==> src/hw/rtl/assert_macros.svh <==
// Assertion helpers for the RTL; both sample on aclk and are disabled while aresetn is low.
`ifndef ASSERT_MACROS_SVH
`define ASSERT_MACROS_SVH

`ifndef NO_ASSERTIONS
// same-cycle implication
`define ASSERT_IMP(lbl, ant, con) \
    lbl: assert property (@(posedge aclk) disable iff (!aresetn) (ant) |-> (con)) \
        else $error("assertion failed");
// next-cycle implication
`define ASSERT_NXT(lbl, ant, con) \
    lbl: assert property (@(posedge aclk) disable iff (!aresetn) (ant) |=> (con)) \
        else $error("assertion failed");
`else
`define ASSERT_IMP(lbl, ant, con)
`define ASSERT_NXT(lbl, ant, con)
`endif

`endif

==> src/hw/rtl/ecpsm_pkg.sv <==
package ecpsm_pkg;

    localparam int FIELD_BITS = 31;
    localparam int CNT_W      = $clog2(FIELD_BITS);
    localparam int NUM_SEL    = 32;

    typedef logic [FIELD_BITS-1:0] word_t;

    localparam word_t PRIME_RST = word_t'(17);
    localparam word_t CA_RST    = word_t'(2);
    localparam word_t ORDER_RST = word_t'(19);

    // configuration register indexes
    typedef enum logic [1:0] {
        CFG_PRIME = 2'd0,
        CFG_CURVE_A = 2'd1,
        CFG_ORDER = 2'd2
    } cfg_idx_t;

    // datapath operations
    typedef enum logic [3:0] {
        OP_NOP,
        OP_ADD,
        OP_SUB,
        OP_MOV,
        OP_MUL,
        OP_RED,
        OP_REDK,
        OP_INVINIT,
        OP_SHK,
        OP_SHE,
        OP_OUT
    } dp_op_t;

    // datapath register selects
    typedef enum logic [4:0] {
        SEL_PX, SEL_PY, SEL_QX, SEL_QY, SEL_RX, SEL_RY,
        SEL_AX, SEL_AY, SEL_BX, SEL_BY, SEL_OX, SEL_OY,
        SEL_LAM, SEL_NUM, SEL_T0, SEL_T1, SEL_ACC, SEL_BASE,
        SEL_CA, SEL_K,
        SEL_IPX, SEL_IPY, SEL_IQX, SEL_IQY, SEL_CAR
    } reg_sel_t;

    typedef struct packed {
        logic     go;
        dp_op_t   op;
        reg_sel_t dst;
        reg_sel_t sa;
        reg_sel_t sb;
        logic     inf;
    } dp_cmd_t;

    typedef struct packed {
        logic busy;
        logic done;
        logic eq;
        logic zero;
        logic k_zero;
        logic k_lsb;
        logic e_zero;
        logic e_lsb;
    } dp_status_t;

endpackage

==> src/hw/rtl/ecpsm_dp.sv <==
module ecpsm_dp (
    input  logic                                  aclk,
    input  logic                                  aresetn,
    input  logic                                  load,
    input  logic [ecpsm_pkg::FIELD_BITS-1:0]      in_scalar,
    input  logic [ecpsm_pkg::FIELD_BITS-1:0]      in_px,
    input  logic [ecpsm_pkg::FIELD_BITS-1:0]      in_py,
    input  logic [ecpsm_pkg::FIELD_BITS-1:0]      in_qx,
    input  logic [ecpsm_pkg::FIELD_BITS-1:0]      in_qy,
    input  logic                                  cfg_wen,
    input  logic [1:0]                            cfg_index,
    input  logic [ecpsm_pkg::FIELD_BITS-1:0]      cfg_wdata,
    input  ecpsm_pkg::dp_cmd_t                    cmd,
    output ecpsm_pkg::dp_status_t                 status,
    output logic [ecpsm_pkg::FIELD_BITS-1:0]      res_x,
    output logic [ecpsm_pkg::FIELD_BITS-1:0]      res_y,
    output logic                                  res_inf
);

    localparam int FB = ecpsm_pkg::FIELD_BITS;

    // configuration
    ecpsm_pkg::word_t prime_reg, ca_raw_reg, order_reg;

    // working registers
    ecpsm_pkg::word_t px_reg, py_reg, qx_reg, qy_reg, rx_reg, ry_reg;
    ecpsm_pkg::word_t ax_reg, ay_reg, bx_reg, by_reg, ox_reg, oy_reg;
    ecpsm_pkg::word_t lam_reg, num_reg, t0_reg, t1_reg, acc_reg, base_reg;
    ecpsm_pkg::word_t ca_reg, k_reg, e_reg;
    ecpsm_pkg::word_t ipx_reg, ipy_reg, iqx_reg, iqy_reg, isc_reg;
    ecpsm_pkg::word_t out_x_reg, out_y_reg;
    logic             out_inf_reg;

    // serial multiply / reduce unit
    logic                        busy_reg, done_reg, mul_mode_reg;
    logic [ecpsm_pkg::CNT_W-1:0] cnt_reg;
    ecpsm_pkg::word_t            uacc_reg, opa_reg, opb_reg, div_reg;
    ecpsm_pkg::reg_sel_t         wdst_reg;

    ecpsm_pkg::word_t modulus, exp_val, one_val, val_a, val_b;
    ecpsm_pkg::word_t rd_vec [ecpsm_pkg::NUM_SEL];
    ecpsm_pkg::word_t add_res, sub_res, step_res, wr_val;
    logic [FB:0]      sum, dif;
    logic [FB+1:0]    mt;
    logic [FB:0]      rt;
    logic             wr_en, unit_start, unit_end;
    ecpsm_pkg::reg_sel_t wr_sel;

    // effective modulus: a zero prime acts as one
    assign modulus = (prime_reg == '0) ? ecpsm_pkg::word_t'(1) : prime_reg;
    assign exp_val = (prime_reg >= ecpsm_pkg::word_t'(2)) ? prime_reg - ecpsm_pkg::word_t'(2)
                                                          : '0;
    assign one_val = (modulus == ecpsm_pkg::word_t'(1)) ? '0 : ecpsm_pkg::word_t'(1);

    // operand read mux
    always_comb begin
        rd_vec = '{default: '0};
        rd_vec[ecpsm_pkg::SEL_PX]   = px_reg;
        rd_vec[ecpsm_pkg::SEL_PY]   = py_reg;
        rd_vec[ecpsm_pkg::SEL_QX]   = qx_reg;
        rd_vec[ecpsm_pkg::SEL_QY]   = qy_reg;
        rd_vec[ecpsm_pkg::SEL_RX]   = rx_reg;
        rd_vec[ecpsm_pkg::SEL_RY]   = ry_reg;
        rd_vec[ecpsm_pkg::SEL_AX]   = ax_reg;
        rd_vec[ecpsm_pkg::SEL_AY]   = ay_reg;
        rd_vec[ecpsm_pkg::SEL_BX]   = bx_reg;
        rd_vec[ecpsm_pkg::SEL_BY]   = by_reg;
        rd_vec[ecpsm_pkg::SEL_OX]   = ox_reg;
        rd_vec[ecpsm_pkg::SEL_OY]   = oy_reg;
        rd_vec[ecpsm_pkg::SEL_LAM]  = lam_reg;
        rd_vec[ecpsm_pkg::SEL_NUM]  = num_reg;
        rd_vec[ecpsm_pkg::SEL_T0]   = t0_reg;
        rd_vec[ecpsm_pkg::SEL_T1]   = t1_reg;
        rd_vec[ecpsm_pkg::SEL_ACC]  = acc_reg;
        rd_vec[ecpsm_pkg::SEL_BASE] = base_reg;
        rd_vec[ecpsm_pkg::SEL_CA]   = ca_reg;
        rd_vec[ecpsm_pkg::SEL_K]    = k_reg;
        rd_vec[ecpsm_pkg::SEL_IPX]  = ipx_reg;
        rd_vec[ecpsm_pkg::SEL_IPY]  = ipy_reg;
        rd_vec[ecpsm_pkg::SEL_IQX]  = iqx_reg;
        rd_vec[ecpsm_pkg::SEL_IQY]  = iqy_reg;
        rd_vec[ecpsm_pkg::SEL_CAR]  = ca_raw_reg;
    end

    assign val_a = rd_vec[cmd.sa];
    assign val_b = rd_vec[cmd.sb];

    // modular add and subtract of reduced operands
    assign sum     = {1'b0, val_a} + {1'b0, val_b};
    assign add_res = (sum >= {1'b0, modulus}) ? FB'(sum - {1'b0, modulus}) : sum[FB-1:0];
    assign dif     = (val_a >= val_b) ? {1'b0, val_a} - {1'b0, val_b}
                                      : {1'b0, val_a} + {1'b0, modulus} - {1'b0, val_b};
    assign sub_res = dif[FB-1:0];

    // one bit step: multiply is double-and-add mod m, reduce is restoring remainder
    assign mt = {1'b0, uacc_reg, 1'b0} + {2'b00, (opb_reg[FB-1] ? opa_reg : '0)};
    assign rt = {uacc_reg, opb_reg[FB-1]};
    always_comb begin
        if (mul_mode_reg) begin
            if (mt >= {1'b0, div_reg, 1'b0}) begin
                step_res = FB'(mt - {1'b0, div_reg, 1'b0});
            end else if (mt >= {2'b00, div_reg}) begin
                step_res = FB'(mt - {2'b00, div_reg});
            end else begin
                step_res = mt[FB-1:0];
            end
        end else begin
            step_res = (rt >= {1'b0, div_reg}) ? FB'(rt - {1'b0, div_reg}) : rt[FB-1:0];
        end
    end

    assign unit_start = cmd.go && (cmd.op == ecpsm_pkg::OP_MUL || cmd.op == ecpsm_pkg::OP_RED
                        || (cmd.op == ecpsm_pkg::OP_REDK && order_reg != '0));
    assign unit_end   = busy_reg && (cnt_reg == '0);

    // register file write port
    always_comb begin
        wr_en  = 1'b0;
        wr_sel = cmd.dst;
        wr_val = val_a;
        if (unit_end) begin
            wr_en  = 1'b1;
            wr_sel = wdst_reg;
            wr_val = step_res;
        end else if (cmd.go) begin
            case (cmd.op)
                ecpsm_pkg::OP_ADD: begin
                    wr_en  = 1'b1;
                    wr_val = add_res;
                end
                ecpsm_pkg::OP_SUB: begin
                    wr_en  = 1'b1;
                    wr_val = sub_res;
                end
                ecpsm_pkg::OP_MOV: begin
                    wr_en  = 1'b1;
                end
                ecpsm_pkg::OP_INVINIT: begin
                    wr_en  = 1'b1;
                    wr_sel = ecpsm_pkg::SEL_ACC;
                    wr_val = one_val;
                end
                ecpsm_pkg::OP_REDK: begin
                    wr_en  = (order_reg == '0);
                    wr_sel = ecpsm_pkg::SEL_K;
                    wr_val = isc_reg;
                end
                default: begin
                    wr_en  = 1'b0;
                end
            endcase
        end
    end

    // configuration registers
    always_ff @(posedge aclk) begin
        if (!aresetn) begin
            prime_reg  <= ecpsm_pkg::PRIME_RST;
            ca_raw_reg <= ecpsm_pkg::CA_RST;
            order_reg  <= ecpsm_pkg::ORDER_RST;
        end else if (cfg_wen) begin
            unique case (cfg_index)
                ecpsm_pkg::CFG_PRIME:   prime_reg  <= cfg_wdata;
                ecpsm_pkg::CFG_CURVE_A: ca_raw_reg <= cfg_wdata;
                ecpsm_pkg::CFG_ORDER:   order_reg  <= cfg_wdata;
                default: ;
            endcase
        end
    end

    // unit control
    always_ff @(posedge aclk) begin
        if (!aresetn) begin
            busy_reg <= 1'b0;
            done_reg <= 1'b0;
            cnt_reg  <= '0;
        end else begin
            done_reg <= unit_end || (cmd.go && !unit_start && cmd.op != ecpsm_pkg::OP_OUT);
            if (unit_start) begin
                busy_reg <= 1'b1;
                cnt_reg  <= ecpsm_pkg::CNT_W'(FB - 1);
            end else if (busy_reg) begin
                cnt_reg  <= cnt_reg - 1'b1;
                busy_reg <= !unit_end;
            end
        end
    end

    // payload registers
    always_ff @(posedge aclk) begin
        if (load) begin
            ipx_reg <= in_px;
            ipy_reg <= in_py;
            iqx_reg <= in_qx;
            iqy_reg <= in_qy;
            isc_reg <= in_scalar;
        end
        if (unit_start) begin
            uacc_reg     <= '0;
            mul_mode_reg <= (cmd.op == ecpsm_pkg::OP_MUL);
            opa_reg      <= val_a;
            opb_reg      <= (cmd.op == ecpsm_pkg::OP_MUL) ? val_b
                          : (cmd.op == ecpsm_pkg::OP_REDK) ? isc_reg : val_a;
            div_reg      <= (cmd.op == ecpsm_pkg::OP_REDK) ? order_reg : modulus;
            wdst_reg     <= (cmd.op == ecpsm_pkg::OP_REDK) ? ecpsm_pkg::SEL_K : cmd.dst;
        end else if (busy_reg) begin
            uacc_reg <= step_res;
            opb_reg  <= {opb_reg[FB-2:0], 1'b0};
        end
        if (cmd.go && cmd.op == ecpsm_pkg::OP_INVINIT) begin
            base_reg <= val_a;
            e_reg    <= exp_val;
        end
        if (cmd.go && cmd.op == ecpsm_pkg::OP_SHE) begin
            e_reg <= e_reg >> 1;
        end
        if (cmd.go && cmd.op == ecpsm_pkg::OP_SHK) begin
            k_reg <= k_reg >> 1;
        end
        if (cmd.go && cmd.op == ecpsm_pkg::OP_OUT) begin
            out_x_reg   <= cmd.inf ? '0 : rx_reg;
            out_y_reg   <= cmd.inf ? '0 : ry_reg;
            out_inf_reg <= cmd.inf;
        end
        if (wr_en) begin
            case (wr_sel)
                ecpsm_pkg::SEL_PX:   px_reg   <= wr_val;
                ecpsm_pkg::SEL_PY:   py_reg   <= wr_val;
                ecpsm_pkg::SEL_QX:   qx_reg   <= wr_val;
                ecpsm_pkg::SEL_QY:   qy_reg   <= wr_val;
                ecpsm_pkg::SEL_RX:   rx_reg   <= wr_val;
                ecpsm_pkg::SEL_RY:   ry_reg   <= wr_val;
                ecpsm_pkg::SEL_AX:   ax_reg   <= wr_val;
                ecpsm_pkg::SEL_AY:   ay_reg   <= wr_val;
                ecpsm_pkg::SEL_BX:   bx_reg   <= wr_val;
                ecpsm_pkg::SEL_BY:   by_reg   <= wr_val;
                ecpsm_pkg::SEL_OX:   ox_reg   <= wr_val;
                ecpsm_pkg::SEL_OY:   oy_reg   <= wr_val;
                ecpsm_pkg::SEL_LAM:  lam_reg  <= wr_val;
                ecpsm_pkg::SEL_NUM:  num_reg  <= wr_val;
                ecpsm_pkg::SEL_T0:   t0_reg   <= wr_val;
                ecpsm_pkg::SEL_T1:   t1_reg   <= wr_val;
                ecpsm_pkg::SEL_ACC:  acc_reg  <= wr_val;
                ecpsm_pkg::SEL_BASE: base_reg <= wr_val;
                ecpsm_pkg::SEL_CA:   ca_reg   <= wr_val;
                ecpsm_pkg::SEL_K:    k_reg    <= wr_val;
                default: ;
            endcase
        end
    end

    // status back to the controller
    assign status.busy   = busy_reg;
    assign status.done   = done_reg;
    assign status.eq     = (val_a == val_b);
    assign status.zero   = (val_a == '0);
    assign status.k_zero = (k_reg == '0);
    assign status.k_lsb  = k_reg[0];
    assign status.e_zero = (e_reg == '0);
    assign status.e_lsb  = e_reg[0];

    assign res_x   = out_x_reg;
    assign res_y   = out_y_reg;
    assign res_inf = out_inf_reg;

endmodule

==> src/hw/rtl/ecpsm_ctrl.sv <==
`include "assert_macros.svh"

module ecpsm_ctrl (
    input  logic                  aclk,
    input  logic                  aresetn,
    input  logic                  s_valid,
    output logic                  s_ready,
    input  logic                  s_func,
    input  logic                  s_first_inf,
    input  logic                  s_second_inf,
    output logic                  m_valid,
    input  logic                  m_ready,
    output logic                  load,
    output ecpsm_pkg::dp_cmd_t    cmd,
    input  ecpsm_pkg::dp_status_t status
);

    typedef enum logic [5:0] {
        ST_IDLE, ST_RED_CA, ST_RED_PX, ST_RED_PY, ST_RED_QX, ST_RED_QY,
        ST_DISPATCH, ST_RED_K, ST_SC_LOOP, ST_SC_SHK,
        ST_SET_AX, ST_SET_AY, ST_SET_BX, ST_SET_BY, ST_PA_CHECK,
        ST_CP_AX, ST_CP_AY, ST_CP_BX, ST_CP_BY,
        ST_PD_SUM, ST_PD_Z, ST_PD_1, ST_PD_2, ST_PD_3, ST_PD_4, ST_PD_5,
        ST_PD_6, ST_PD_7, ST_PD_8, ST_PD_9,
        ST_PN_1, ST_PN_2, ST_PN_3, ST_PN_4, ST_PN_5, ST_PN_6,
        ST_PY_1, ST_PY_2, ST_PY_3,
        ST_WB_X, ST_WB_Y, ST_WB_DONE,
        ST_INV_INIT, ST_INV_LOOP, ST_INV_MA, ST_INV_SQ, ST_INV_SH, ST_INV_END,
        ST_FINISH
    } state_t;

    typedef enum logic [1:0] {
        MD_ADD,
        MD_RP,
        MD_PP
    } mode_t;

    state_t state_reg, inv_ret_reg, nxt;
    mode_t  mode_reg;
    logic   wait_reg, m_valid_reg, m_valid_next, func_reg;
    logic   pinf_reg, qinf_reg, rinf_reg, ainf_reg, binf_reg, oinf_reg;
    logic   op_state, out_free;

    assign s_ready  = (state_reg == ST_IDLE);
    assign load     = s_valid && s_ready;
    assign m_valid  = m_valid_reg;
    assign out_free = !m_valid_reg || m_ready;

    // hold the result beat until taken, raise it when a new one is written
    assign m_valid_next = (m_valid_reg && !m_ready) || (state_reg == ST_FINISH && out_free);

    // command decode per state
    always_comb begin
        op_state = 1'b1;
        nxt      = state_reg;
        cmd.op   = ecpsm_pkg::OP_NOP;
        cmd.dst  = ecpsm_pkg::SEL_T0;
        cmd.sa   = ecpsm_pkg::SEL_T0;
        cmd.sb   = ecpsm_pkg::SEL_T0;
        cmd.inf  = rinf_reg;
        unique case (state_reg)
            ST_RED_CA: begin
                cmd.op = ecpsm_pkg::OP_RED; cmd.dst = ecpsm_pkg::SEL_CA;
                cmd.sa = ecpsm_pkg::SEL_CAR; nxt = ST_RED_PX;
            end
            ST_RED_PX: begin
                cmd.op = ecpsm_pkg::OP_RED; cmd.dst = ecpsm_pkg::SEL_PX;
                cmd.sa = ecpsm_pkg::SEL_IPX; nxt = ST_RED_PY;
            end
            ST_RED_PY: begin
                cmd.op = ecpsm_pkg::OP_RED; cmd.dst = ecpsm_pkg::SEL_PY;
                cmd.sa = ecpsm_pkg::SEL_IPY; nxt = ST_RED_QX;
            end
            ST_RED_QX: begin
                cmd.op = ecpsm_pkg::OP_RED; cmd.dst = ecpsm_pkg::SEL_QX;
                cmd.sa = ecpsm_pkg::SEL_IQX; nxt = ST_RED_QY;
            end
            ST_RED_QY: begin
                cmd.op = ecpsm_pkg::OP_RED; cmd.dst = ecpsm_pkg::SEL_QY;
                cmd.sa = ecpsm_pkg::SEL_IQY; nxt = ST_DISPATCH;
            end
            ST_RED_K: begin
                cmd.op = ecpsm_pkg::OP_REDK; cmd.dst = ecpsm_pkg::SEL_K; nxt = ST_SC_LOOP;
            end
            ST_SC_SHK: begin
                cmd.op = ecpsm_pkg::OP_SHK; nxt = ST_SC_LOOP;
            end
            ST_SET_AX: begin
                cmd.op = ecpsm_pkg::OP_MOV; cmd.dst = ecpsm_pkg::SEL_AX;
                cmd.sa = (mode_reg == MD_RP) ? ecpsm_pkg::SEL_RX : ecpsm_pkg::SEL_PX;
                nxt = ST_SET_AY;
            end
            ST_SET_AY: begin
                cmd.op = ecpsm_pkg::OP_MOV; cmd.dst = ecpsm_pkg::SEL_AY;
                cmd.sa = (mode_reg == MD_RP) ? ecpsm_pkg::SEL_RY : ecpsm_pkg::SEL_PY;
                nxt = ST_SET_BX;
            end
            ST_SET_BX: begin
                cmd.op = ecpsm_pkg::OP_MOV; cmd.dst = ecpsm_pkg::SEL_BX;
                cmd.sa = (mode_reg == MD_ADD) ? ecpsm_pkg::SEL_QX : ecpsm_pkg::SEL_PX;
                nxt = ST_SET_BY;
            end
            ST_SET_BY: begin
                cmd.op = ecpsm_pkg::OP_MOV; cmd.dst = ecpsm_pkg::SEL_BY;
                cmd.sa = (mode_reg == MD_ADD) ? ecpsm_pkg::SEL_QY : ecpsm_pkg::SEL_PY;
                nxt = ST_PA_CHECK;
            end
            ST_CP_AX: begin
                cmd.op = ecpsm_pkg::OP_MOV; cmd.dst = ecpsm_pkg::SEL_OX;
                cmd.sa = ecpsm_pkg::SEL_AX; nxt = ST_CP_AY;
            end
            ST_CP_AY: begin
                cmd.op = ecpsm_pkg::OP_MOV; cmd.dst = ecpsm_pkg::SEL_OY;
                cmd.sa = ecpsm_pkg::SEL_AY; nxt = ST_WB_X;
            end
            ST_CP_BX: begin
                cmd.op = ecpsm_pkg::OP_MOV; cmd.dst = ecpsm_pkg::SEL_OX;
                cmd.sa = ecpsm_pkg::SEL_BX; nxt = ST_CP_BY;
            end
            ST_CP_BY: begin
                cmd.op = ecpsm_pkg::OP_MOV; cmd.dst = ecpsm_pkg::SEL_OY;
                cmd.sa = ecpsm_pkg::SEL_BY; nxt = ST_WB_X;
            end
            // doubling branch
            ST_PD_SUM: begin
                cmd.op = ecpsm_pkg::OP_ADD; cmd.dst = ecpsm_pkg::SEL_T0;
                cmd.sa = ecpsm_pkg::SEL_AY; cmd.sb = ecpsm_pkg::SEL_BY; nxt = ST_PD_Z;
            end
            ST_PD_1: begin
                cmd.op = ecpsm_pkg::OP_MUL; cmd.dst = ecpsm_pkg::SEL_T0;
                cmd.sa = ecpsm_pkg::SEL_AX; cmd.sb = ecpsm_pkg::SEL_AX; nxt = ST_PD_2;
            end
            ST_PD_2: begin
                cmd.op = ecpsm_pkg::OP_ADD; cmd.dst = ecpsm_pkg::SEL_T1;
                cmd.sa = ecpsm_pkg::SEL_T0; cmd.sb = ecpsm_pkg::SEL_T0; nxt = ST_PD_3;
            end
            ST_PD_3: begin
                cmd.op = ecpsm_pkg::OP_ADD; cmd.dst = ecpsm_pkg::SEL_T0;
                cmd.sa = ecpsm_pkg::SEL_T1; cmd.sb = ecpsm_pkg::SEL_T0; nxt = ST_PD_4;
            end
            ST_PD_4: begin
                cmd.op = ecpsm_pkg::OP_ADD; cmd.dst = ecpsm_pkg::SEL_NUM;
                cmd.sa = ecpsm_pkg::SEL_T0; cmd.sb = ecpsm_pkg::SEL_CA; nxt = ST_PD_5;
            end
            ST_PD_5: begin
                cmd.op = ecpsm_pkg::OP_ADD; cmd.dst = ecpsm_pkg::SEL_T1;
                cmd.sa = ecpsm_pkg::SEL_AY; cmd.sb = ecpsm_pkg::SEL_AY; nxt = ST_INV_INIT;
            end
            ST_PD_6: begin
                cmd.op = ecpsm_pkg::OP_MUL; cmd.dst = ecpsm_pkg::SEL_LAM;
                cmd.sa = ecpsm_pkg::SEL_NUM; cmd.sb = ecpsm_pkg::SEL_T1; nxt = ST_PD_7;
            end
            ST_PD_7: begin
                cmd.op = ecpsm_pkg::OP_MUL; cmd.dst = ecpsm_pkg::SEL_T0;
                cmd.sa = ecpsm_pkg::SEL_LAM; cmd.sb = ecpsm_pkg::SEL_LAM; nxt = ST_PD_8;
            end
            ST_PD_8: begin
                cmd.op = ecpsm_pkg::OP_ADD; cmd.dst = ecpsm_pkg::SEL_T1;
                cmd.sa = ecpsm_pkg::SEL_AX; cmd.sb = ecpsm_pkg::SEL_AX; nxt = ST_PD_9;
            end
            ST_PD_9: begin
                cmd.op = ecpsm_pkg::OP_SUB; cmd.dst = ecpsm_pkg::SEL_OX;
                cmd.sa = ecpsm_pkg::SEL_T0; cmd.sb = ecpsm_pkg::SEL_T1; nxt = ST_PY_1;
            end
            // distinct-x branch
            ST_PN_1: begin
                cmd.op = ecpsm_pkg::OP_SUB; cmd.dst = ecpsm_pkg::SEL_NUM;
                cmd.sa = ecpsm_pkg::SEL_BY; cmd.sb = ecpsm_pkg::SEL_AY; nxt = ST_PN_2;
            end
            ST_PN_2: begin
                cmd.op = ecpsm_pkg::OP_SUB; cmd.dst = ecpsm_pkg::SEL_T1;
                cmd.sa = ecpsm_pkg::SEL_BX; cmd.sb = ecpsm_pkg::SEL_AX; nxt = ST_INV_INIT;
            end
            ST_PN_3: begin
                cmd.op = ecpsm_pkg::OP_MUL; cmd.dst = ecpsm_pkg::SEL_LAM;
                cmd.sa = ecpsm_pkg::SEL_NUM; cmd.sb = ecpsm_pkg::SEL_T1; nxt = ST_PN_4;
            end
            ST_PN_4: begin
                cmd.op = ecpsm_pkg::OP_MUL; cmd.dst = ecpsm_pkg::SEL_T0;
                cmd.sa = ecpsm_pkg::SEL_LAM; cmd.sb = ecpsm_pkg::SEL_LAM; nxt = ST_PN_5;
            end
            ST_PN_5: begin
                cmd.op = ecpsm_pkg::OP_SUB; cmd.dst = ecpsm_pkg::SEL_T0;
                cmd.sa = ecpsm_pkg::SEL_T0; cmd.sb = ecpsm_pkg::SEL_AX; nxt = ST_PN_6;
            end
            ST_PN_6: begin
                cmd.op = ecpsm_pkg::OP_SUB; cmd.dst = ecpsm_pkg::SEL_OX;
                cmd.sa = ecpsm_pkg::SEL_T0; cmd.sb = ecpsm_pkg::SEL_BX; nxt = ST_PY_1;
            end
            // common y
            ST_PY_1: begin
                cmd.op = ecpsm_pkg::OP_SUB; cmd.dst = ecpsm_pkg::SEL_T0;
                cmd.sa = ecpsm_pkg::SEL_AX; cmd.sb = ecpsm_pkg::SEL_OX; nxt = ST_PY_2;
            end
            ST_PY_2: begin
                cmd.op = ecpsm_pkg::OP_MUL; cmd.dst = ecpsm_pkg::SEL_T0;
                cmd.sa = ecpsm_pkg::SEL_LAM; cmd.sb = ecpsm_pkg::SEL_T0; nxt = ST_PY_3;
            end
            ST_PY_3: begin
                cmd.op = ecpsm_pkg::OP_SUB; cmd.dst = ecpsm_pkg::SEL_OY;
                cmd.sa = ecpsm_pkg::SEL_T0; cmd.sb = ecpsm_pkg::SEL_AY; nxt = ST_WB_X;
            end
            // write the sum back to R or P
            ST_WB_X: begin
                cmd.op  = ecpsm_pkg::OP_MOV; cmd.sa = ecpsm_pkg::SEL_OX;
                cmd.dst = (mode_reg == MD_PP) ? ecpsm_pkg::SEL_PX : ecpsm_pkg::SEL_RX;
                nxt = ST_WB_Y;
            end
            ST_WB_Y: begin
                cmd.op  = ecpsm_pkg::OP_MOV; cmd.sa = ecpsm_pkg::SEL_OY;
                cmd.dst = (mode_reg == MD_PP) ? ecpsm_pkg::SEL_PY : ecpsm_pkg::SEL_RY;
                nxt = ST_WB_DONE;
            end
            // Fermat inversion of T1
            ST_INV_INIT: begin
                cmd.op = ecpsm_pkg::OP_INVINIT; cmd.sa = ecpsm_pkg::SEL_T1; nxt = ST_INV_LOOP;
            end
            ST_INV_MA: begin
                cmd.op = ecpsm_pkg::OP_MUL; cmd.dst = ecpsm_pkg::SEL_ACC;
                cmd.sa = ecpsm_pkg::SEL_ACC; cmd.sb = ecpsm_pkg::SEL_BASE; nxt = ST_INV_SQ;
            end
            ST_INV_SQ: begin
                cmd.op = ecpsm_pkg::OP_MUL; cmd.dst = ecpsm_pkg::SEL_BASE;
                cmd.sa = ecpsm_pkg::SEL_BASE; cmd.sb = ecpsm_pkg::SEL_BASE; nxt = ST_INV_SH;
            end
            ST_INV_SH: begin
                cmd.op = ecpsm_pkg::OP_SHE; nxt = ST_INV_LOOP;
            end
            ST_INV_END: begin
                cmd.op = ecpsm_pkg::OP_MOV; cmd.dst = ecpsm_pkg::SEL_T1;
                cmd.sa = ecpsm_pkg::SEL_ACC; nxt = inv_ret_reg;
            end
            ST_PA_CHECK: begin
                op_state = 1'b0;
                cmd.sa = ecpsm_pkg::SEL_AX; cmd.sb = ecpsm_pkg::SEL_BX;
            end
            ST_FINISH: begin
                op_state = 1'b0;
                cmd.op = ecpsm_pkg::OP_OUT;
            end
            default: begin
                op_state = 1'b0;
            end
        endcase
        cmd.go = (op_state && !wait_reg) || (state_reg == ST_FINISH && out_free);
    end

    // sequencer, flags and output valid
    always_ff @(posedge aclk) begin
        if (!aresetn) begin
            state_reg   <= ST_IDLE;
            inv_ret_reg <= ST_PN_3;
            mode_reg    <= MD_ADD;
            wait_reg    <= 1'b0;
            m_valid_reg <= 1'b0;
            func_reg    <= 1'b0;
            pinf_reg    <= 1'b0;
            qinf_reg    <= 1'b0;
            rinf_reg    <= 1'b0;
            ainf_reg    <= 1'b0;
            binf_reg    <= 1'b0;
            oinf_reg    <= 1'b0;
        end else begin
            m_valid_reg <= m_valid_next;
            if (op_state) begin
                if (!wait_reg) begin
                    wait_reg <= 1'b1;
                end else if (status.done) begin
                    wait_reg  <= 1'b0;
                    state_reg <= nxt;
                end
            end else begin
                unique case (state_reg)
                    ST_IDLE: begin
                        if (s_valid) begin
                            func_reg  <= s_func;
                            pinf_reg  <= s_first_inf;
                            qinf_reg  <= s_second_inf;
                            state_reg <= ST_RED_CA;
                        end
                    end
                    ST_DISPATCH: begin
                        if (!func_reg) begin
                            mode_reg  <= MD_ADD;
                            ainf_reg  <= pinf_reg;
                            binf_reg  <= qinf_reg;
                            state_reg <= ST_SET_AX;
                        end else begin
                            rinf_reg  <= 1'b1;
                            state_reg <= ST_RED_K;
                        end
                    end
                    ST_SC_LOOP: begin
                        if (status.k_zero) begin
                            state_reg <= ST_FINISH;
                        end else if (status.k_lsb) begin
                            mode_reg  <= MD_RP;
                            ainf_reg  <= rinf_reg;
                            binf_reg  <= pinf_reg;
                            state_reg <= ST_SET_AX;
                        end else begin
                            mode_reg  <= MD_PP;
                            ainf_reg  <= pinf_reg;
                            binf_reg  <= pinf_reg;
                            state_reg <= ST_SET_AX;
                        end
                    end
                    ST_PA_CHECK: begin
                        if (ainf_reg) begin
                            oinf_reg  <= binf_reg;
                            state_reg <= ST_CP_BX;
                        end else if (binf_reg) begin
                            oinf_reg  <= 1'b0;
                            state_reg <= ST_CP_AX;
                        end else if (status.eq) begin
                            oinf_reg    <= 1'b0;
                            inv_ret_reg <= ST_PD_6;
                            state_reg   <= ST_PD_SUM;
                        end else begin
                            oinf_reg    <= 1'b0;
                            inv_ret_reg <= ST_PN_3;
                            state_reg   <= ST_PN_1;
                        end
                    end
                    ST_PD_Z: begin
                        // opposite points sum to infinity
                        if (status.zero) begin
                            oinf_reg  <= 1'b1;
                            state_reg <= ST_WB_X;
                        end else begin
                            state_reg <= ST_PD_1;
                        end
                    end
                    ST_WB_DONE: begin
                        unique case (mode_reg)
                            MD_ADD: begin
                                rinf_reg  <= oinf_reg;
                                state_reg <= ST_FINISH;
                            end
                            MD_RP: begin
                                rinf_reg  <= oinf_reg;
                                mode_reg  <= MD_PP;
                                ainf_reg  <= pinf_reg;
                                binf_reg  <= pinf_reg;
                                state_reg <= ST_SET_AX;
                            end
                            default: begin
                                pinf_reg  <= oinf_reg;
                                state_reg <= ST_SC_SHK;
                            end
                        endcase
                    end
                    ST_INV_LOOP: begin
                        if (status.e_zero) begin
                            state_reg <= ST_INV_END;
                        end else if (status.e_lsb) begin
                            state_reg <= ST_INV_MA;
                        end else begin
                            state_reg <= ST_INV_SQ;
                        end
                    end
                    ST_FINISH: begin
                        if (out_free) begin
                            state_reg <= ST_IDLE;
                        end
                    end
                    default: begin
                        state_reg <= ST_IDLE;
                    end
                endcase
            end
        end
    end

    `ASSERT_IMP(a_go_not_busy, cmd.go, !status.busy)
    `ASSERT_IMP(a_done_when_waiting, status.done, wait_reg)
    `ASSERT_IMP(a_wait_in_op_state, wait_reg, op_state)
    `ASSERT_NXT(a_one_item_at_a_time, s_valid && s_ready, !s_ready)

endmodule

==> src/hw/rtl/ec_point_add_and_scalar_multiply.sv <==
// Elliptic-curve point addition and scalar multiplication over GF(p),
// affine coordinates with an infinity flag.
// Input channel (s_*): one beat carries the operation, scalar and points
// P and Q; s_func low adds P+Q, high computes scalar*P (scalar reduced by
// the group order if nonzero, LSB-first double-and-add). Result channel
// (m_*): one beat per input with x, y and the infinity flag (x = y = 0 at
// infinity). Configuration (cfg_*): prime, curve a and group order,
// written by index; the user must see that they are written only while
// the block is idle, as the block does not enforce it. Reset loads 17, 2
// and 19. Every field multiply and input reduction runs one bit per cycle
// on a single shared unit. A point addition costs roughly 2 * log2(p)
// multiplies for the Fermat inverse plus three more, or four more for
// a doubling; a scalar multiply costs up to 2 * log2(n) point operations.
// One item is in flight at a time. A finished result sits in the output
// register while the next item is accepted and processed; a stalled
// receiver only holds the block when the following result is ready to be
// written. Reset drops any item in flight.
module ec_point_add_and_scalar_multiply (
    input  logic                             aclk,
    input  logic                             aresetn,
    input  logic                             s_valid,
    output logic                             s_ready,
    input  logic                             s_func,
    input  logic [ecpsm_pkg::FIELD_BITS-1:0] s_scalar,
    input  logic [ecpsm_pkg::FIELD_BITS-1:0] s_first_x,
    input  logic [ecpsm_pkg::FIELD_BITS-1:0] s_first_y,
    input  logic                             s_first_inf,
    input  logic [ecpsm_pkg::FIELD_BITS-1:0] s_second_x,
    input  logic [ecpsm_pkg::FIELD_BITS-1:0] s_second_y,
    input  logic                             s_second_inf,
    output logic                             m_valid,
    input  logic                             m_ready,
    output logic [ecpsm_pkg::FIELD_BITS-1:0] m_result_x,
    output logic [ecpsm_pkg::FIELD_BITS-1:0] m_result_y,
    output logic                             m_result_inf,
    input  logic                             cfg_wen,
    input  logic [1:0]                       cfg_index,
    input  logic [ecpsm_pkg::FIELD_BITS-1:0] cfg_wdata
);

    ecpsm_pkg::dp_cmd_t    cmd;
    ecpsm_pkg::dp_status_t status;
    logic                  load;

    // sequencer
    ecpsm_ctrl u_ctrl (
        .aclk         (aclk),
        .aresetn      (aresetn),
        .s_valid      (s_valid),
        .s_ready      (s_ready),
        .s_func       (s_func),
        .s_first_inf  (s_first_inf),
        .s_second_inf (s_second_inf),
        .m_valid      (m_valid),
        .m_ready      (m_ready),
        .load         (load),
        .cmd          (cmd),
        .status       (status)
    );

    // field arithmetic
    ecpsm_dp u_dp (
        .aclk      (aclk),
        .aresetn   (aresetn),
        .load      (load),
        .in_scalar (s_scalar),
        .in_px     (s_first_x),
        .in_py     (s_first_y),
        .in_qx     (s_second_x),
        .in_qy     (s_second_y),
        .cfg_wen   (cfg_wen),
        .cfg_index (cfg_index),
        .cfg_wdata (cfg_wdata),
        .cmd       (cmd),
        .status    (status),
        .res_x     (m_result_x),
        .res_y     (m_result_y),
        .res_inf   (m_result_inf)
    );

endmodule

==> config.mk <==
export PLATFORM = sky130hd
export DESIGN_NAME = ec_point_add_and_scalar_multiply
export DESIGN_NICKNAME = d
export VERILOG_FILES = /design/src/hw/rtl/ecpsm_pkg.sv /design/src/hw/rtl/ecpsm_dp.sv /design/src/hw/rtl/ecpsm_ctrl.sv /design/src/hw/rtl/ec_point_add_and_scalar_multiply.sv
export VERILOG_INCLUDE_DIRS = /design/src /design/src/hw/rtl
export SDC_FILE = /design/constraint.sdc
export NUM_CORES = 2
export LEC_CHECK = 0
export BUFFER_PORTS_ARGS = -buffer_cell sky130_fd_sc_hd__buf_2
export CAP_MARGIN = 15
export CORE_UTILIZATION = 49
export DETAILED_ROUTE_END_ITERATION = 10
export PLACE_DENSITY = 0.74
export SLEW_MARGIN = 0
export SYNTH_ARGS = -nofsm -noshare
export SYNTH_HDL_FRONTEND = slang
export SYNTH_SLANG_ARGS = --single-unit
==> constraint.sdc <==
create_clock -name aclk -period 26.8 [get_ports aclk]
set_input_delay 5.36 -clock aclk [delete_from_list [all_inputs] [get_ports aclk]]
set_output_delay 5.36 -clock aclk [all_outputs]
set_load 0.01 [all_outputs]
==> results.md <==
- Outcome: finished with violations
- Failing checks: max-capacitance violations
- Synthesized flop and latch total: 1118
- Startpoint Class: register
- # rows: roughly 140
- Max-slew violations: 0
- Synth Flop Type: edfxtp_1
- Total CTS buffers: roughly 120
- Slew @ Worst Pin: 1.42 ns
- RSZ-0062 raised after global routing: false
- Die ar.: 148000 um^2
- Kind of end point of the critical path: register
- Die Ht: between 300 and 400 um
- CTS clock-pin slew for the worst setup and hold paths: 0.06 ns
- Final Cycle Share: 0.513
- DP HPWL: 257 mm
- Synth Cell Area: 71500 um^2
- Final ANT Viol Nets: 0
- H-tree depth: 3
- Fillers: 12796
- Core area: 144000 um^2
- Hold Buf Count CTS: 0
- Reg2Reg Launch Point: u_ctrl.state_reg[5]$_SDFFE_PN0P_
- Vias in the first global route: approximately 64000
- Hold_sp: u_ctrl.rinf_reg$_SDFFE_PN0P_
- First-pass GRT wire length: 486 mm
- Clock buffer depth: 3
- Initial antenna violation count: 43
- Hold Path Sink: u_ctrl.rinf_reg$_SDFFE_PN0P_
- Gr usage total: 0.465
- Critical Path RT: 27.19 ns
- F_max: ~73 MHz
- Crit-path max FO: 62
- Initial core utilization: 0.496
- Reg area: 31400 um^2
- GRT overflow: 0
- CTS tree: built
- Yosys cell types: 103
- Final WL: 353 mm
- Area grow syn2layout: 10.3%
- Post-synth top area cell: edfxtp_1
- EDFF count, synth: 905
- Synth Warn #: 0
- Post-cts gate resize count: 0
- WS Path Type: register to register
- Final Hold Viols: 0
- Vias: about 70000
- Critical path arrival: 14.13 ns
- Seq/Total Area, Yosys: 0.439
- Worst min path class: register to register
- Crit-path max cell delay: 0.87 ns
- Synth top area cells: edfxtp_1 38%, nand2_1 8.1%, dfxtp_1 6.0%
- Postcts setup bufs: 0
- Die Wd: approximately 380 um
- Post-Synthesis Cells: 7977
- Setup TNS: 0 ns
- Port bufs: 260
- R2R depth: 37
- Syn Area/Cell: 8.97 um^2
- Number of max-cap violations: 1
- R2R setup slack: about 13 ns
- Nets: ~8500
- CP most frequent cell: buf_4
- DRC violations left: 0
- DR WL/cell: 35.3 um
- Largest net degree at the start of global routing: ~140
- R2R Path End: u_dp.by_reg[22]$_DFFE_PP_
- Synth top area share: 0.380
- Ports: 261
- Area occupied by multi-input gates: between 30000 and 40000 um^2
- 1st-pass router iterations: 7
- Clk sinks: 1118
- Final Setup Violations: 0
- Slowest stage cell on the critical path: o21ai_0
- Max-slew headroom: 0.0256
- WHS Path Cells: 2
- CTS root buffer: clkbuf_16
- Later-pin clock latency in the skew report: 0.85 ns
- Routability congestion estimate: 1.08
- Ys async rst share: 0
- Final Critical Period: 13.74 ns
- Initial DRC count: roughly 12000
- Vias per cell: 7.02
- Post-Synthesis Net Count: roughly 8500
- Worst Clk Skew: 0.146 ns
- Layout cells sized above 1: 0.102
layer usage:
layer,global-route usage,routed length (um),up-vias,share of wire
li1,-,-,29461,-
met1,0.600,130000,33850,0.37
met2,0.661,144000,5701,0.41
met3,0.150,49500,1212,0.14
met4,0.312,29000,16,0.082
met5,0.00682,240,-,0.00068
through the flow:
step / hold slack [ns] / worst slack [ns] / instances / util / instance area (um^2)
CTS: 0.459 / 13.73 / 9986 / 0.547 / 78800
finish: 0.454 / 13.06 / 10010 / 0.547 / 78900
global route: 0.479 / 12.90 / 9989 / 0.547 / 78900
detailed placement: 0.440 / 13.80 / 9760 / 0.519 / 74800
global placement: 0.436 / 13.87 / 9759 / 0.519 / 74800
floorplan: 0.406 / 17.83 / 7977 / - / 71500
worst max-delay path by stage:
stage / start / to / slack, ns
after detailed placement: u_ctrl.state_reg[5]$_SDFFE_PN0P_ / u_dp.ry_reg[22]$_DFFE_PP_ / 13.80
after global placement: u_ctrl.state_reg[0]$_SDFFE_PN0P_ / u_dp.ry_reg[22]$_DFFE_PP_ / 13.87
final: u_ctrl.state_reg[5]$_SDFFE_PN0P_ / u_dp.by_reg[22]$_DFFE_PP_ / 13.06
after global routing: u_ctrl.state_reg[0]$_SDFFE_PN0P_ / u_dp.by_reg[22]$_DFFE_PP_ / 12.90
after CTS: u_ctrl.state_reg[5]$_SDFFE_PN0P_ / u_dp.oy_reg[22]$_DFFE_PP_ / 13.73
after floorplan: s_valid / u_dp.ipx_reg[0]$_DFFE_PP_ / 17.83
kinds of logic (layout without fill, tap and decap cells):
group | after synthesis | count (layout) | share of synthesized area
AOI/OAI and AO/OA | 2235 | 2235 | 0.209
muxes | 135 | 135 | 0.0202
DFF | 1118 | 1118 | 0.439
adders and majority gates | 288 | 288 | 0.0542
other | 0 | 22 | 0
and+or+nand+nor | 3122 | 3122 | 0.200
xor gates and xnor gates | 227 | 227 | 0.0278
buffers and inverters | 852 | 960 | 0.0491
Yosys cell counts, types with 133 or more instances:
| master | n |
|---|---|
| edfxtp_1 | 905 |
| and3_1 | 192 |
| nand3_1 | 451 |
| a21oi_1 | 551 |
| nand2_1 | 1547 |
| clkbuf_1 | 361 |
| a211oi_1 | 323 |
| dfxtp_1 | 213 |
| inv_1 | 266 |
| buf_2 | 133 |
| o21ai_0 | 392 |
| nor2_1 | 338 |
| a311oi_1 | 150 |
| xnor2_1 | 166 |
| ha_1 | 251 |
cells in the final DEF (no fill, tap or decap), types with 38 or more instances in the layout:
cell type / instances
a211oi_1: 321
and3_1: 191
buf_4: 196
and2_1: 65
xor2_1: 61
o211ai_1: 81
nand2_1: 1543
o21a_1: 44
nand3_1: 450
a311oi_1: 150
nor3_1: 94
nor2_1: 311
edfxtp_1: 905
ha_1: 251
buf_2: 260
mux2i_1: 107
nor2b_1: 122
dfxtp_1: 210
nor4_1: 49
xnor2_1: 166
a21oi_1: 549
o21bai_1: 38
nor3b_1: 52
clkbuf_16: 118
a21o_1: 122
inv_1: 263
o21ai_0: 387
nand4_1: 50
nand2b_1: 57
a31oi_1: 125
critical path, delay by kind of cell, from the launching register on:
family / cells / cell delay, ns
AOI/OAI and AO/OA: 17 / 6.11
and+or+nand+nor: 11 / 3.32
adders and majority gates: 3 / 1.06
xor gates and xnor gates: 1 / 0.27
DFF: 1 / 0.30
buffers and inverters: 5 / 2.18
layout make-up:
class,instances,share of cell area
Timing Repair Buffer,464,0.0370
Clock inverter,86,0.0121
Multi-Input combinational cell,6007,0.469
Sequential cell,1118,0.398
Inverter,270,0.0129
Antenna cell,22,0.000698
Clock buffer,140,0.0392
Tap cell,1903,0.0302
Power is left out: the tool's default activity adds up to more than one toggle a clock period on the data nets, which glitch-free logic cannot reach.
